## src/rtl/lmep_pkg.sv

```systemverilog
// Shared types, constants and codes of the list-mode event parser.
package lmep_pkg;

    localparam int WORD_W     = 32;
    localparam int KIND_W     = 2;
    localparam int INDEX_W    = 14;
    localparam int ID_W       = 4;
    localparam int TIME_W     = 64;
    localparam int ENERGY_W   = 16;
    localparam int SAMPLES_W  = 15;
    localparam int CFG_IDX_W  = 1;
    localparam int CFG_DATA_W = 2;

    // time divider: 16-bit digits over the 64-bit word
    localparam int DIGIT_W     = 16;
    localparam int DIGITS      = TIME_W / DIGIT_W;
    // input register, fraction stage, time-sum stage, then one stage per digit
    localparam int LMEP_NSTAGE = 3 + DIGITS;

    // reciprocals of 5: ceil(2^21/5) for the fraction, ceil(2^22/5) per digit
    localparam logic [18:0] RECIP_FRAC  = 19'd419431;
    localparam int          RECIP_FRAC_SH  = 21;
    localparam logic [19:0] RECIP_DIGIT = 20'd838861;
    localparam int          RECIP_DIGIT_SH = 22;

    // word positions of the fixed header
    localparam logic [INDEX_W-1:0] POS_HEADER  = 14'd0;
    localparam logic [INDEX_W-1:0] POS_TS_LOW  = 14'd1;
    localparam logic [INDEX_W-1:0] POS_TS_HIGH = 14'd2;
    localparam logic [INDEX_W-1:0] POS_ENERGY  = 14'd3;
    localparam logic [INDEX_W-1:0] FIXED_WORDS = 14'd4;
    localparam logic [INDEX_W-1:0] ESUM_WORDS  = 14'd4;

    // header lengths with known layouts
    localparam logic [4:0] HDR_ESUM = 5'd8;
    localparam logic [4:0] HDR_QDC  = 5'd12;
    localparam logic [4:0] HDR_BOTH = 5'd16;

    typedef enum logic [KIND_W-1:0] {
        KIND_SUMMARY = 2'd0,
        KIND_ESUM    = 2'd1,
        KIND_QDC     = 2'd2,
        KIND_TRACE   = 2'd3
    } t_kind;

    typedef enum logic [1:0] {
        RATE_100  = 2'd0,
        RATE_250  = 2'd1,
        RATE_500  = 2'd2,
        RATE_NONE = 2'd3
    } t_rate;

    typedef enum logic [CFG_IDX_W-1:0] {
        CFG_RATE  = 1'd0,
        CFG_TRACE = 1'd1
    } t_cfg_reg;

    // one pipeline stage: result fields plus time work fields
    typedef struct packed {
        t_kind                kind;
        logic [INDEX_W-1:0]   index;
        logic [WORD_W-1:0]    value;
        logic [12:0]          ids;
        logic [ENERGY_W-1:0]  energy;
        logic [SAMPLES_W-1:0] samples;
        logic                 oor;
        logic                 forced;
        logic [47:0]          ts;
        logic [15:0]          cfd;
        t_rate                mode;
        logic signed [16:0]   frac;
        logic [TIME_W-1:0]    tval;
        logic [TIME_W-1:0]    quo;
        logic [2:0]           rem;
    } t_pipe;

endpackage

```

## src/rtl/lmep_if.sv

```systemverilog
// Valid/ready channel interfaces for stream words and parsed items.
interface lmep_word_if;
    import lmep_pkg::*;

    logic              valid;
    logic              ready;
    logic [WORD_W-1:0] stream_word;

    modport source (output valid, output stream_word, input ready);
    modport sink   (input valid, input stream_word, output ready);
endinterface

interface lmep_item_if;
    import lmep_pkg::*;

    logic                 valid;
    logic                 ready;
    logic [KIND_W-1:0]    item_kind;
    logic [INDEX_W-1:0]   item_index;
    logic [WORD_W-1:0]    item_value;
    logic [ID_W-1:0]      channel_id;
    logic [ID_W-1:0]      slot_id;
    logic [ID_W-1:0]      crate_id;
    logic                 finish_flag;
    logic [TIME_W-1:0]    event_time;
    logic                 cfd_forced;
    logic [ENERGY_W-1:0]  event_energy;
    logic [SAMPLES_W-1:0] trace_samples;
    logic                 out_of_range;

    modport source (
        output valid, input ready,
        output item_kind, output item_index, output item_value,
        output channel_id, output slot_id, output crate_id, output finish_flag,
        output event_time, output cfd_forced, output event_energy,
        output trace_samples, output out_of_range
    );
    modport sink (
        input valid, output ready,
        input item_kind, input item_index, input item_value,
        input channel_id, input slot_id, input crate_id, input finish_flag,
        input event_time, input cfd_forced, input event_energy,
        input trace_samples, input out_of_range
    );
endinterface

```

## src/rtl/list_mode_event_parser.sv

```systemverilog
// List-mode event parser top level: header decode, item pipeline, time divider.
//
// Usage:
//   i_word carries one 32-bit stream word per handshake (valid & ready).
//   o_item carries one parsed item per handshake: an event summary on
//   header word 3, energy-sum and QDC words from the extended header, and
//   trace words when trace output is enabled. Words that make no item
//   (words 0..2, unknown header layouts, skipped traces) are consumed.
//   i_cfg_we/i_cfg_idx/i_cfg_data write rate mode (index 0) and trace
//   enable (index 1); write them only between events or while quiet.
// Throughput and pipeline:
//   one word per cycle while i_word.ready is high. An item leaves
//   through a seven-register pipeline (input, CFD fraction, time sum,
//   four 16-bit digits of the /5 used by the 250 MHz scaling).
// Stall:
//   each stage moves when the stage after it is empty or moving, so holes
//   close up under a stalled receiver; i_word.ready drops only when all
//   seven stages hold items.
// Reset:
//   synchronous, active low. Clears the word position, held header fields,
//   configuration and all stage valids; the first word after reset is
//   taken as header word 0.
module list_mode_event_parser (
    input  logic                                i_clk,
    input  logic                                i_rst_n,
    lmep_word_if.sink                           i_word,
    lmep_item_if.source                         o_item,
    input  logic                                i_cfg_we,
    input  logic [lmep_pkg::CFG_IDX_W-1:0]      i_cfg_idx,
    input  logic [lmep_pkg::CFG_DATA_W-1:0]     i_cfg_data
);
    import lmep_pkg::*;

    localparam int LAST = LMEP_NSTAGE - 1;

    // held event state
    logic [INDEX_W-1:0] r_pos, n_pos;
    logic [4:0]         r_hl, n_hl;
    logic [INDEX_W-1:0] r_el, n_el;
    logic [12:0]        r_ids, n_ids;
    logic [WORD_W-1:0]  r_tlo, n_tlo;
    logic [WORD_W-1:0]  r_thi, n_thi;

    // configuration
    t_rate r_mode;
    logic  r_trace;

    // pipeline
    t_pipe                  r_st [LMEP_NSTAGE];
    t_pipe                  n_st [LMEP_NSTAGE];
    t_pipe                  n_in;
    logic [LMEP_NSTAGE-1:0] r_v;
    logic [LMEP_NSTAGE:0]   rdy;

    logic in_acc;
    logic in_emit;

    // ---------------------------------------------------------------
    // stage functions
    // ---------------------------------------------------------------

    // CFD fraction and force flag per rate mode
    function automatic t_pipe f_frac(input t_pipe p);
        t_pipe              s;
        logic [15:0]        c;
        logic signed [16:0] v;
        logic [15:0]        a;
        logic [17:0]        pr;
        logic [36:0]        prod;
        logic [16:0]        qx;
        logic               frc;
        s    = p;
        c    = p.cfd;
        frc  = 1'b0;
        v    = $signed({1'b0, c[15:13], c[12:0]}) - 17'sd8192;
        a    = v[16] ? 16'(-v) : v[15:0];
        pr   = {a, 2'b00};
        prod = 37'(pr) * 37'(RECIP_FRAC);
        qx   = {1'b0, prod[RECIP_FRAC_SH +: 16]};
        case (p.mode)
            RATE_100: begin
                s.frac = $signed({2'b00, c[14:0]});
                frc    = c[15];
            end
            RATE_250: begin
                frc    = c[15];
                s.frac = c[15] ? 17'sd16384 : $signed({{3{c[14]}}, c[13:0]});
            end
            RATE_500: begin
                if (c[15:13] == 3'b111) begin
                    frc    = 1'b1;
                    s.frac = 17'sd32768;
                end else begin
                    // truncation toward zero: divide the magnitude
                    s.frac = v[16] ? -$signed(qx) : $signed(qx);
                end
            end
            default: begin
                s.frac = '0;
            end
        endcase
        s.forced = frc && (p.kind == KIND_SUMMARY);
        return s;
    endfunction

    // timestamp << 15 plus the signed fraction, wrapping at 64 bits
    function automatic t_pipe f_time(input t_pipe p);
        t_pipe             s;
        logic [TIME_W-1:0] t;
        s = p;
        t = {1'b0, p.ts, 15'd0} + {{(TIME_W-17){p.frac[16]}}, p.frac};
        s.tval = (p.kind == KIND_SUMMARY) ? t : '0;
        s.quo  = '0;
        s.rem  = '0;
        return s;
    endfunction

    // one 16-bit digit of ((t*8) mod 2^64)/10 = (t[60:0]<<2)/5
    function automatic t_pipe f_digit(input t_pipe p, input int j);
        t_pipe              s;
        logic [TIME_W-1:0]  y;
        logic [18:0]        v;
        logic [38:0]        prod;
        logic [DIGIT_W-1:0] qd;
        logic [18:0]        five_q;
        logic [18:0]        r;
        s      = p;
        y      = {1'b0, p.tval[60:0], 2'b00};
        v      = {p.rem, y[TIME_W-1-DIGIT_W*j -: DIGIT_W]};
        prod   = 39'(v) * 39'(RECIP_DIGIT);
        qd     = prod[RECIP_DIGIT_SH +: DIGIT_W];
        five_q = {1'b0, qd, 2'b00} + {3'b000, qd};
        r      = v - five_q;
        s.rem  = r[2:0];
        s.quo  = {p.quo[TIME_W-DIGIT_W-1:0], qd};
        if ((j == DIGITS - 1) && (p.mode == RATE_250)) begin
            s.tval = {p.quo[TIME_W-DIGIT_W-1:0], qd};
        end
        return s;
    endfunction

    // ---------------------------------------------------------------
    // handshake: a stage loads when it is empty or its successor loads
    // ---------------------------------------------------------------
    always_comb begin
        rdy[LMEP_NSTAGE] = o_item.ready;
        for (int k = LMEP_NSTAGE - 1; k >= 0; k--) begin
            rdy[k] = !r_v[k] || rdy[k+1];
        end
    end

    assign i_word.ready = rdy[0];
    assign in_acc       = i_word.valid && rdy[0];

    // ---------------------------------------------------------------
    // word decode at acceptance
    // ---------------------------------------------------------------
    always_comb begin
        logic [WORD_W-1:0]  w;
        logic [4:0]         start5;
        logic [INDEX_W-1:0] start;
        logic [INDEX_W-1:0] total;
        logic [INDEX_W:0]   pos_inc;
        logic [INDEX_W-1:0] rel;
        logic [INDEX_W-1:0] hl14;

        w       = i_word.stream_word;
        n_pos   = r_pos;
        n_hl    = r_hl;
        n_el    = r_el;
        n_ids   = r_ids;
        n_tlo   = r_tlo;
        n_thi   = r_thi;
        in_emit = 1'b0;
        n_in    = '0;

        hl14    = {9'd0, r_hl};
        start5  = (r_hl > 5'(FIXED_WORDS)) ? r_hl : 5'(FIXED_WORDS);
        start   = {9'd0, start5};
        total   = (r_el > start) ? r_el : start;
        pos_inc = {1'b0, r_pos} + 15'd1;
        rel     = r_pos - FIXED_WORDS;

        n_in.ids  = r_ids;
        n_in.mode = r_mode;

        if (r_pos == POS_HEADER) begin
            n_ids = {w[31], w[11:0]};
            n_hl  = w[16:12];
            n_el  = w[30:17];
        end else if (r_pos == POS_TS_LOW) begin
            n_tlo = w;
        end else if (r_pos == POS_TS_HIGH) begin
            n_thi = w;
        end else if (r_pos == POS_ENERGY) begin
            in_emit      = 1'b1;
            n_in.kind    = KIND_SUMMARY;
            n_in.energy  = w[15:0];
            n_in.samples = w[30:16];
            n_in.oor     = w[31];
            n_in.ts      = {r_thi[15:0], r_tlo};
            n_in.cfd     = r_thi[31:16];
        end else if (r_pos < hl14) begin
            // extended header: energy sums and/or QDC sums
            n_in.value = w;
            if (r_hl == HDR_ESUM) begin
                in_emit    = 1'b1;
                n_in.kind  = KIND_ESUM;
                n_in.index = rel;
            end else if (r_hl == HDR_QDC) begin
                in_emit    = 1'b1;
                n_in.kind  = KIND_QDC;
                n_in.index = rel;
            end else if (r_hl == HDR_BOTH) begin
                in_emit = 1'b1;
                if (rel < ESUM_WORDS) begin
                    n_in.kind  = KIND_ESUM;
                    n_in.index = rel;
                end else begin
                    n_in.kind  = KIND_QDC;
                    n_in.index = rel - ESUM_WORDS;
                end
            end
        end else if (r_trace) begin
            in_emit    = 1'b1;
            n_in.kind  = KIND_TRACE;
            n_in.index = r_pos - start;
            n_in.value = w;
        end

        // header word always moves on; later words wrap at the event end
        if (r_pos == POS_HEADER) begin
            n_pos = POS_TS_LOW;
        end else if (pos_inc >= {1'b0, total}) begin
            n_pos = POS_HEADER;
        end else begin
            n_pos = pos_inc[INDEX_W-1:0];
        end
    end

    // ---------------------------------------------------------------
    // time stages
    // ---------------------------------------------------------------
    always_comb begin
        n_st[0] = n_in;
        n_st[1] = f_frac(r_st[0]);
        n_st[2] = f_time(r_st[1]);
        for (int j = 0; j < DIGITS; j++) begin
            n_st[3+j] = f_digit(r_st[2+j], j);
        end
    end

    // ---------------------------------------------------------------
    // registers
    // ---------------------------------------------------------------
    always_ff @(posedge i_clk) begin
        if (!i_rst_n) begin
            r_pos   <= POS_HEADER;
            r_hl    <= '0;
            r_el    <= '0;
            r_ids   <= '0;
            r_tlo   <= '0;
            r_thi   <= '0;
            r_mode  <= RATE_100;
            r_trace <= 1'b0;
            r_v     <= '0;
        end else begin
            if (in_acc) begin
                r_pos <= n_pos;
                r_hl  <= n_hl;
                r_el  <= n_el;
                r_ids <= n_ids;
                r_tlo <= n_tlo;
                r_thi <= n_thi;
            end
            if (i_cfg_we) begin
                case (t_cfg_reg'(i_cfg_idx))
                    CFG_RATE:  r_mode  <= t_rate'(i_cfg_data);
                    CFG_TRACE: r_trace <= i_cfg_data[0];
                    default:   r_trace <= r_trace;
                endcase
            end
            if (rdy[0]) begin
                r_v[0] <= in_acc && in_emit;
            end
            for (int k = 1; k < LMEP_NSTAGE; k++) begin
                if (rdy[k]) begin
                    r_v[k] <= r_v[k-1];
                end
            end
        end
    end

    // payload: no reset
    always_ff @(posedge i_clk) begin
        for (int k = 0; k < LMEP_NSTAGE; k++) begin
            if (rdy[k]) begin
                r_st[k] <= n_st[k];
            end
        end
    end

    // ---------------------------------------------------------------
    // output
    // ---------------------------------------------------------------
    assign o_item.valid         = r_v[LAST];
    assign o_item.item_kind     = r_st[LAST].kind;
    assign o_item.item_index    = r_st[LAST].index;
    assign o_item.item_value    = r_st[LAST].value;
    assign o_item.channel_id    = r_st[LAST].ids[3:0];
    assign o_item.slot_id       = r_st[LAST].ids[7:4];
    assign o_item.crate_id      = r_st[LAST].ids[11:8];
    assign o_item.finish_flag   = r_st[LAST].ids[12];
    assign o_item.event_time    = r_st[LAST].tval;
    assign o_item.cfd_forced    = r_st[LAST].forced;
    assign o_item.event_energy  = r_st[LAST].energy;
    assign o_item.trace_samples = r_st[LAST].samples;
    assign o_item.out_of_range  = r_st[LAST].oor;

    // ---------------------------------------------------------------
    // assertions
    // ---------------------------------------------------------------
    a_hdr_advance: assert property (@(posedge i_clk) disable iff (!i_rst_n)
        (in_acc && (r_pos == POS_HEADER)) |=> (r_pos == POS_TS_LOW))
        else $error("header word did not advance to timestamp word");

    a_no_time_on_data: assert property (@(posedge i_clk) disable iff (!i_rst_n)
        (r_v[LAST] && (r_st[LAST].kind != KIND_SUMMARY))
            |-> ((r_st[LAST].tval == '0) && !r_st[LAST].forced))
        else $error("non-summary item carries time data");

    a_stall_only_full: assert property (@(posedge i_clk) disable iff (!i_rst_n)
        !rdy[0] |-> (&r_v))
        else $error("input stalled while pipeline has a free stage");

    a_div_rem: assert property (@(posedge i_clk) disable iff (!i_rst_n)
        r_v[LAST] |-> (r_st[LAST].rem <= 3'd4))
        else $error("time divider remainder out of range");

endmodule
```

## src/flat_wrapper.sv

```systemverilog
// flat-port wrapper written by rule: the top's interface ports become plain ports
module list_mode_event_parser_flat import lmep_pkg::*;
  (i_clk, i_rst_n, i_cfg_we, i_cfg_idx, i_cfg_data, i_word_valid, i_word_stream_word, i_word_ready, o_item_valid, o_item_ready, o_item_item_kind, o_item_item_index, o_item_item_value, o_item_channel_id, o_item_slot_id, o_item_crate_id, o_item_finish_flag, o_item_event_time, o_item_cfd_forced, o_item_event_energy, o_item_trace_samples, o_item_out_of_range);
  lmep_word_if i_word_i ();
  lmep_item_if o_item_i ();
  input  logic i_clk;
  input  logic i_rst_n;
  input  logic i_cfg_we;
  input  logic [lmep_pkg::CFG_IDX_W-1:0] i_cfg_idx;
  input  logic [lmep_pkg::CFG_DATA_W-1:0] i_cfg_data;
  input wire logic [$bits(i_word_i.valid)-1:0] i_word_valid;
  input wire logic [$bits(i_word_i.stream_word)-1:0] i_word_stream_word;
  output wire logic [$bits(i_word_i.ready)-1:0] i_word_ready;
  output wire logic [$bits(o_item_i.valid)-1:0] o_item_valid;
  input wire logic [$bits(o_item_i.ready)-1:0] o_item_ready;
  output wire logic [$bits(o_item_i.item_kind)-1:0] o_item_item_kind;
  output wire logic [$bits(o_item_i.item_index)-1:0] o_item_item_index;
  output wire logic [$bits(o_item_i.item_value)-1:0] o_item_item_value;
  output wire logic [$bits(o_item_i.channel_id)-1:0] o_item_channel_id;
  output wire logic [$bits(o_item_i.slot_id)-1:0] o_item_slot_id;
  output wire logic [$bits(o_item_i.crate_id)-1:0] o_item_crate_id;
  output wire logic [$bits(o_item_i.finish_flag)-1:0] o_item_finish_flag;
  output wire logic [$bits(o_item_i.event_time)-1:0] o_item_event_time;
  output wire logic [$bits(o_item_i.cfd_forced)-1:0] o_item_cfd_forced;
  output wire logic [$bits(o_item_i.event_energy)-1:0] o_item_event_energy;
  output wire logic [$bits(o_item_i.trace_samples)-1:0] o_item_trace_samples;
  output wire logic [$bits(o_item_i.out_of_range)-1:0] o_item_out_of_range;
  assign i_word_i.valid = i_word_valid;
  assign i_word_i.stream_word = i_word_stream_word;
  assign i_word_ready = i_word_i.ready;
  assign o_item_valid = o_item_i.valid;
  assign o_item_i.ready = o_item_ready;
  assign o_item_item_kind = o_item_i.item_kind;
  assign o_item_item_index = o_item_i.item_index;
  assign o_item_item_value = o_item_i.item_value;
  assign o_item_channel_id = o_item_i.channel_id;
  assign o_item_slot_id = o_item_i.slot_id;
  assign o_item_crate_id = o_item_i.crate_id;
  assign o_item_finish_flag = o_item_i.finish_flag;
  assign o_item_event_time = o_item_i.event_time;
  assign o_item_cfd_forced = o_item_i.cfd_forced;
  assign o_item_event_energy = o_item_i.event_energy;
  assign o_item_trace_samples = o_item_i.trace_samples;
  assign o_item_out_of_range = o_item_i.out_of_range;
  list_mode_event_parser u_core (.i_clk(i_clk), .i_rst_n(i_rst_n), .i_word(i_word_i), .o_item(o_item_i), .i_cfg_we(i_cfg_we), .i_cfg_idx(i_cfg_idx), .i_cfg_data(i_cfg_data));
endmodule
```

## config.mk

```make
export PLATFORM = sky130hd
export DESIGN_NAME = list_mode_event_parser_flat
export DESIGN_NICKNAME = d
export VERILOG_FILES = /design/src/rtl/lmep_pkg.sv /design/src/rtl/lmep_if.sv /design/src/rtl/list_mode_event_parser.sv /design/src/flat_wrapper.sv
export SDC_FILE = /design/constraint.sdc
export NUM_CORES = 2
export LEC_CHECK = 0
export BUFFER_PORTS_ARGS = -buffer_cell sky130_fd_sc_hd__buf_2
export CAP_MARGIN = 25
export CORE_UTILIZATION = 61
export CTS_CLUSTER_DIAMETER = 80
export DETAILED_ROUTE_END_ITERATION = 8
export GPL_ROUTABILITY_DRIVEN = 0
export PLACE_DENSITY = 0.81
export SLEW_MARGIN = 20
export SYNTH_ARGS = -nofsm -noshare
export SYNTH_HDL_FRONTEND = slang
export SYNTH_SLANG_ARGS = --single-unit
```

## constraint.sdc

```tcl
create_clock -name i_clk -period 16.7 [get_ports i_clk]
set_input_delay 1.67 -clock i_clk [delete_from_list [all_inputs] [get_ports i_clk]]
set_output_delay 1.67 -clock i_clk [all_outputs]
set_load 0.005 [all_outputs]
```

==> qor_table.md <==
| Step | Parameter | This run |
|---|---|---|
| die | Count of standard-cell rows | 125 |
| sta | Clk_skew | 0.0642 ns |
| clock tree | TritonCTS Buffers | 133 |
| clock tree | Clock Tree Root | sky130_fd_sc_hd__clkbuf_16 |
| min path | HP Class | flop to flop |
| synth | Fraction of registers with async set/reset | 0 |
| sta | Summed negative setup slack over all endpoints | 0 ns |
| clock tree | CTS tree | done |
| synth | Total of warnings raised by yosys | 0 |
| pwr | Ratio of total power to cell area | 145 nW/µm² |
| setup path | Setup crit end kind | flop |
| detailed routing | Post-detailed-route via-to-cell ratio | 5.81 |
| sta | Max Freq | 113 MHz |
| sta | Hold Vio Cnt, Final | 0 |
| detailed routing | Total number of vias | 42257 |
| die | Total core area | 116000 µm² |
| place | Sum of net half-perimeters after detailed placement | 108 mm |
| setup path | Largest incremental delay on the critical path | 0.58 ns |
| pwr | Max IR drop VDD | 0.000217 V |
| finish | Fraction of final layout cells sized beyond drive strength 1 | 0.0855 |
| global route | All-Layer GR Usage | 0.272 |
| die | Full die area | 118000 µm² |
| sta | Min Clock Period, post-route | 8.83 ns |
| detailed routing | Residual antenna-violating net count after detailed routing | 0 |
| setup path | CP required | 17.18 ns |
| detailed routing | DR DRC count | 0 |
| sta | Count of final max-slew check failures | 0 |
| clock tree | CTS hold repair buffers | 0 |
| synth | Number of synthesized register bits | 1340 |
| die | Die Y | 344 µm |
| finish | Count of non-filler cells in the finished layout | 7270 |
| finish | Reg area | 39000 µm² |
| global route | Pin count of the biggest net entering global routing | 93 |
| clock tree | Buffers inserted by post-CTS timing repair | 0 |
| detailed routing | Met3 wirelength from detailed routing | 12.0 mm |
| detailed routing | Highest metal layer with signal wires | met5 |
| synth | Summed instance area of the synthesized netlist | 71300 µm² |
| global route | Vias in the first global route | 43810 |
| synth | Post-synthesis instance total | 5380 |
| synth | Flip-flop cell with the highest count after synthesis | sky130_fd_sc_hd__edfxtp_1 |
| global route | Antenna violations before repair | 4 |
| clock tree | Maximum buffer depth of the clock tree | 3 |
| setup path | CP dominant cell by count | sky130_fd_sc_hd__fa_1 |
| setup path | CP Buf/Inv Count | 4 |
| sta | Setup violations, final | 0 |
| synth | Part of the Yosys area used for sequential elements | 0.547 |
| finish | Number of fill cells | 7502 |
| synth | Yosys top cell by area | sky130_fd_sc_hd__edfxtp_1 |
| global route | Remaining global-route overflow | 0 |
| status | Result of the run | finished, final reports clean |
| detailed routing | Number of DRC markers after the initial detailed-route iteration | 3794 |
| run | Count of max-cap constraint violations | 0 |
| clock tree | Clock-pin slew of the registers on the worst-case setup and hold paths | 0.07 ns |
| setup path | Critical path arrival | 9.31 ns |
| pwr | Static Leakage | 37.5 nW |
| clock tree | Number of gates resized after CTS | 0 |
| detailed routing | Wire length per cell after detailed routing | 21.8 µm |
| sta | Unrepaired setup endpoints after global routing | no |
| die | Number of top-level pins | 200 |
| synth | Number of enable-type register cells in the synthesized netlist | 1220 |
| setup path | Cell with the largest stage delay on the worst path | sky130_fd_sc_hd__edfxtp_1 |
| sta | Least-Margin Pin Slew | 1.09 ns |
| clock tree | TritonCTS sink count | 1340 |
| detailed routing | Sum of met2 wire segment lengths after detailed routing | 80.1 mm |
| setup path | Worst Path Max Fanout | 9 |
| clock tree | Worst-Skew Late Latency | 0.77 ns |
| synth | Area share of the largest cell type after synthesis | 0.514 |
| synth | Net count after synthesis | 6583 |
| detailed routing | Total iterations of the first detailed-routing run | 7 |
| detailed routing | Met1 layer wirelength in the final routing | 58.5 mm |
| finish | Area used by multi-input combinational logic | 28800 µm² |
| setup path | Nature of the critical path startpoint | flop |
| die | X dimension of the die | 344 µm |
| synth | Leading post-synthesis cells by cell area | sky130_fd_sc_hd__edfxtp_1 (51%), sky130_fd_sc_hd__ha_1 (13%), sky130_fd_sc_hd__fa_1 (12%) |
| sta | Final period utilization | 0.529 |
| finish | # nets final | 6837 |
| place | Total of buffers placed on input and output ports | 199 |
| global route | Wire length of the first global-routing pass | 244 mm |
| sta | Slew headroom | 0.270 |
| clock tree | Max H-tree Level | 4 |
| detailed routing | Total Wirelength | 159 mm |
| setup path | Worst Setup Path Type | flop to flop |
| setup path | Delay-heaviest family, CP | adder cells |
| die | Initial Util | 0.615 |
| synth | Post-synth cell types | 87 |
| place | Count of placed standard cells including taps | 7022 |
| finish | Growth of design area from synthesis to finish | 10.4% |
| synth | Post-Synthesis Mean Instance Area | 13.3 µm² |
## final timing paths
check / startpoint / end / slack, ns / cells past startpoint
worst max register to register: u_core.r_st[0][150] / u_core.r_st[1][143] / 7.87 / 26
worst max-delay path: u_core.r_st[0][150] / u_core.r_st[1][143] / 7.87 / 26
worst min-delay path: u_core.r_st[3][149] / u_core.r_st[4][149] / 0.39 / 0
worst min register to register: u_core.r_st[3][149] / u_core.r_st[4][149] / 0.39 / 0
## area by class of cell
class / instances / share of cell area
diodes: 2 / 0.0000636
clock buffers: 168 / 0.0447
clock inverters: 77 / 0.0136
inverters: 843 / 0.0405
multi-input cells: 3089 / 0.365
flip-flops and latches: 1340 / 0.496
well taps: 1524 / 0.0242
repair buffers: 227 / 0.0156
## placed cells by master (no fill, tap or decap), drive strengths merged, types with 41 or more instances in the layout
cell type and n:
clkinv 44, nor2 179, a21oi 242, inv 853, nor3 41, dfxtp 120
a21o 64, o21ai 131, buf 227, xnor2 114, clkbuf 168, xor2 63
nand2 499, fa 442, edfxtp 1220, ha 721, and2 161, nand3 56
## per-stage QoR
stage | util | hold slack, ns | worst slack [ns] | area [µm²] | power [mW]
global route | 0.678 | 0.405 | 7.38 | 78700 | 12.1
global placement | 0.638 | 0.400 | 8.32 | 74100 | 8.07
detailed placement | 0.638 | 0.405 | 8.11 | 74100 | 8.24
CTS | 0.678 | 0.398 | 8.06 | 78700 | 11.5
finish | 0.678 | 0.395 | 7.87 | 78700 | 11.4
floorplan | - | 0.400 | 9.20 | 71300 | 7.13
## cell usage after synthesis (all sizes together), types with 5 or more instances
library cell,number
a2111oi,6
a211oi,21
a21o,64
a21oi,242
a221oi,6
a31o,9
a31oi,31
a41o,5
a41oi,5
and2,161
and3,21
and4,10
buf,6
clkbuf,102
dfxtp,120
edfxtp,1220
fa,442
ha,721
inv,843
mux2i,7
nand2,499
nand2b,16
nand3,56
nand3b,7
nand4,21
nand4b,8
nor2,179
nor2b,25
nor3,41
nor4,13
o211ai,13
o21a,30
o21ai,131
o21bai,17
o22ai,5
o31ai,10
or2,17
or3,12
or4,8
xnor2,114
xor2,63
## where the power goes
part | internal (mW) | total, mW | switching [mW]
sequential | 4.06 | 4.18 | 0.120
clock | 1.77 | 3.12 | 1.35
combinational | 1.76 | 4.09 | 2.33
## metal layers
layer  GRT usage  vias up
li1            -    18971
met1       0.336    20701
met2       0.467     2050
met3      0.0459      531
met4       0.128        4
met5           0        -
## sequential cells by signal, summed over array words and instances, names as in the netlist
signal and count:
u_core.r_st 1220, u_core.r_thi 32, u_core.r_tlo 32, u_core.r_el 14
u_core.r_pos 14, u_core.r_ids 13, u_core.r_v 7, u_core.r_hl 5
u_core.r_mode 2, u_core.r_trace 1
## cells by family (layout without fill, tap and decap cells)
| group | after synthesis | count (layout) | synth area share |
|---|---|---|---|
| buf+inv | 951 | 1315 | 0.0502 |
| flops | 1340 | 1340 | 0.547 |
| mux | 8 | 8 | 0.00114 |
| fa+ha+maj | 1163 | 1163 | 0.251 |
| other cells | 0 | 2 | 0 |
| xor+xnor | 177 | 177 | 0.0218 |
| compound gates | 633 | 633 | 0.0554 |
| simple gates | 1108 | 1108 | 0.0736 |
Power figures use the tool's default switching activity.
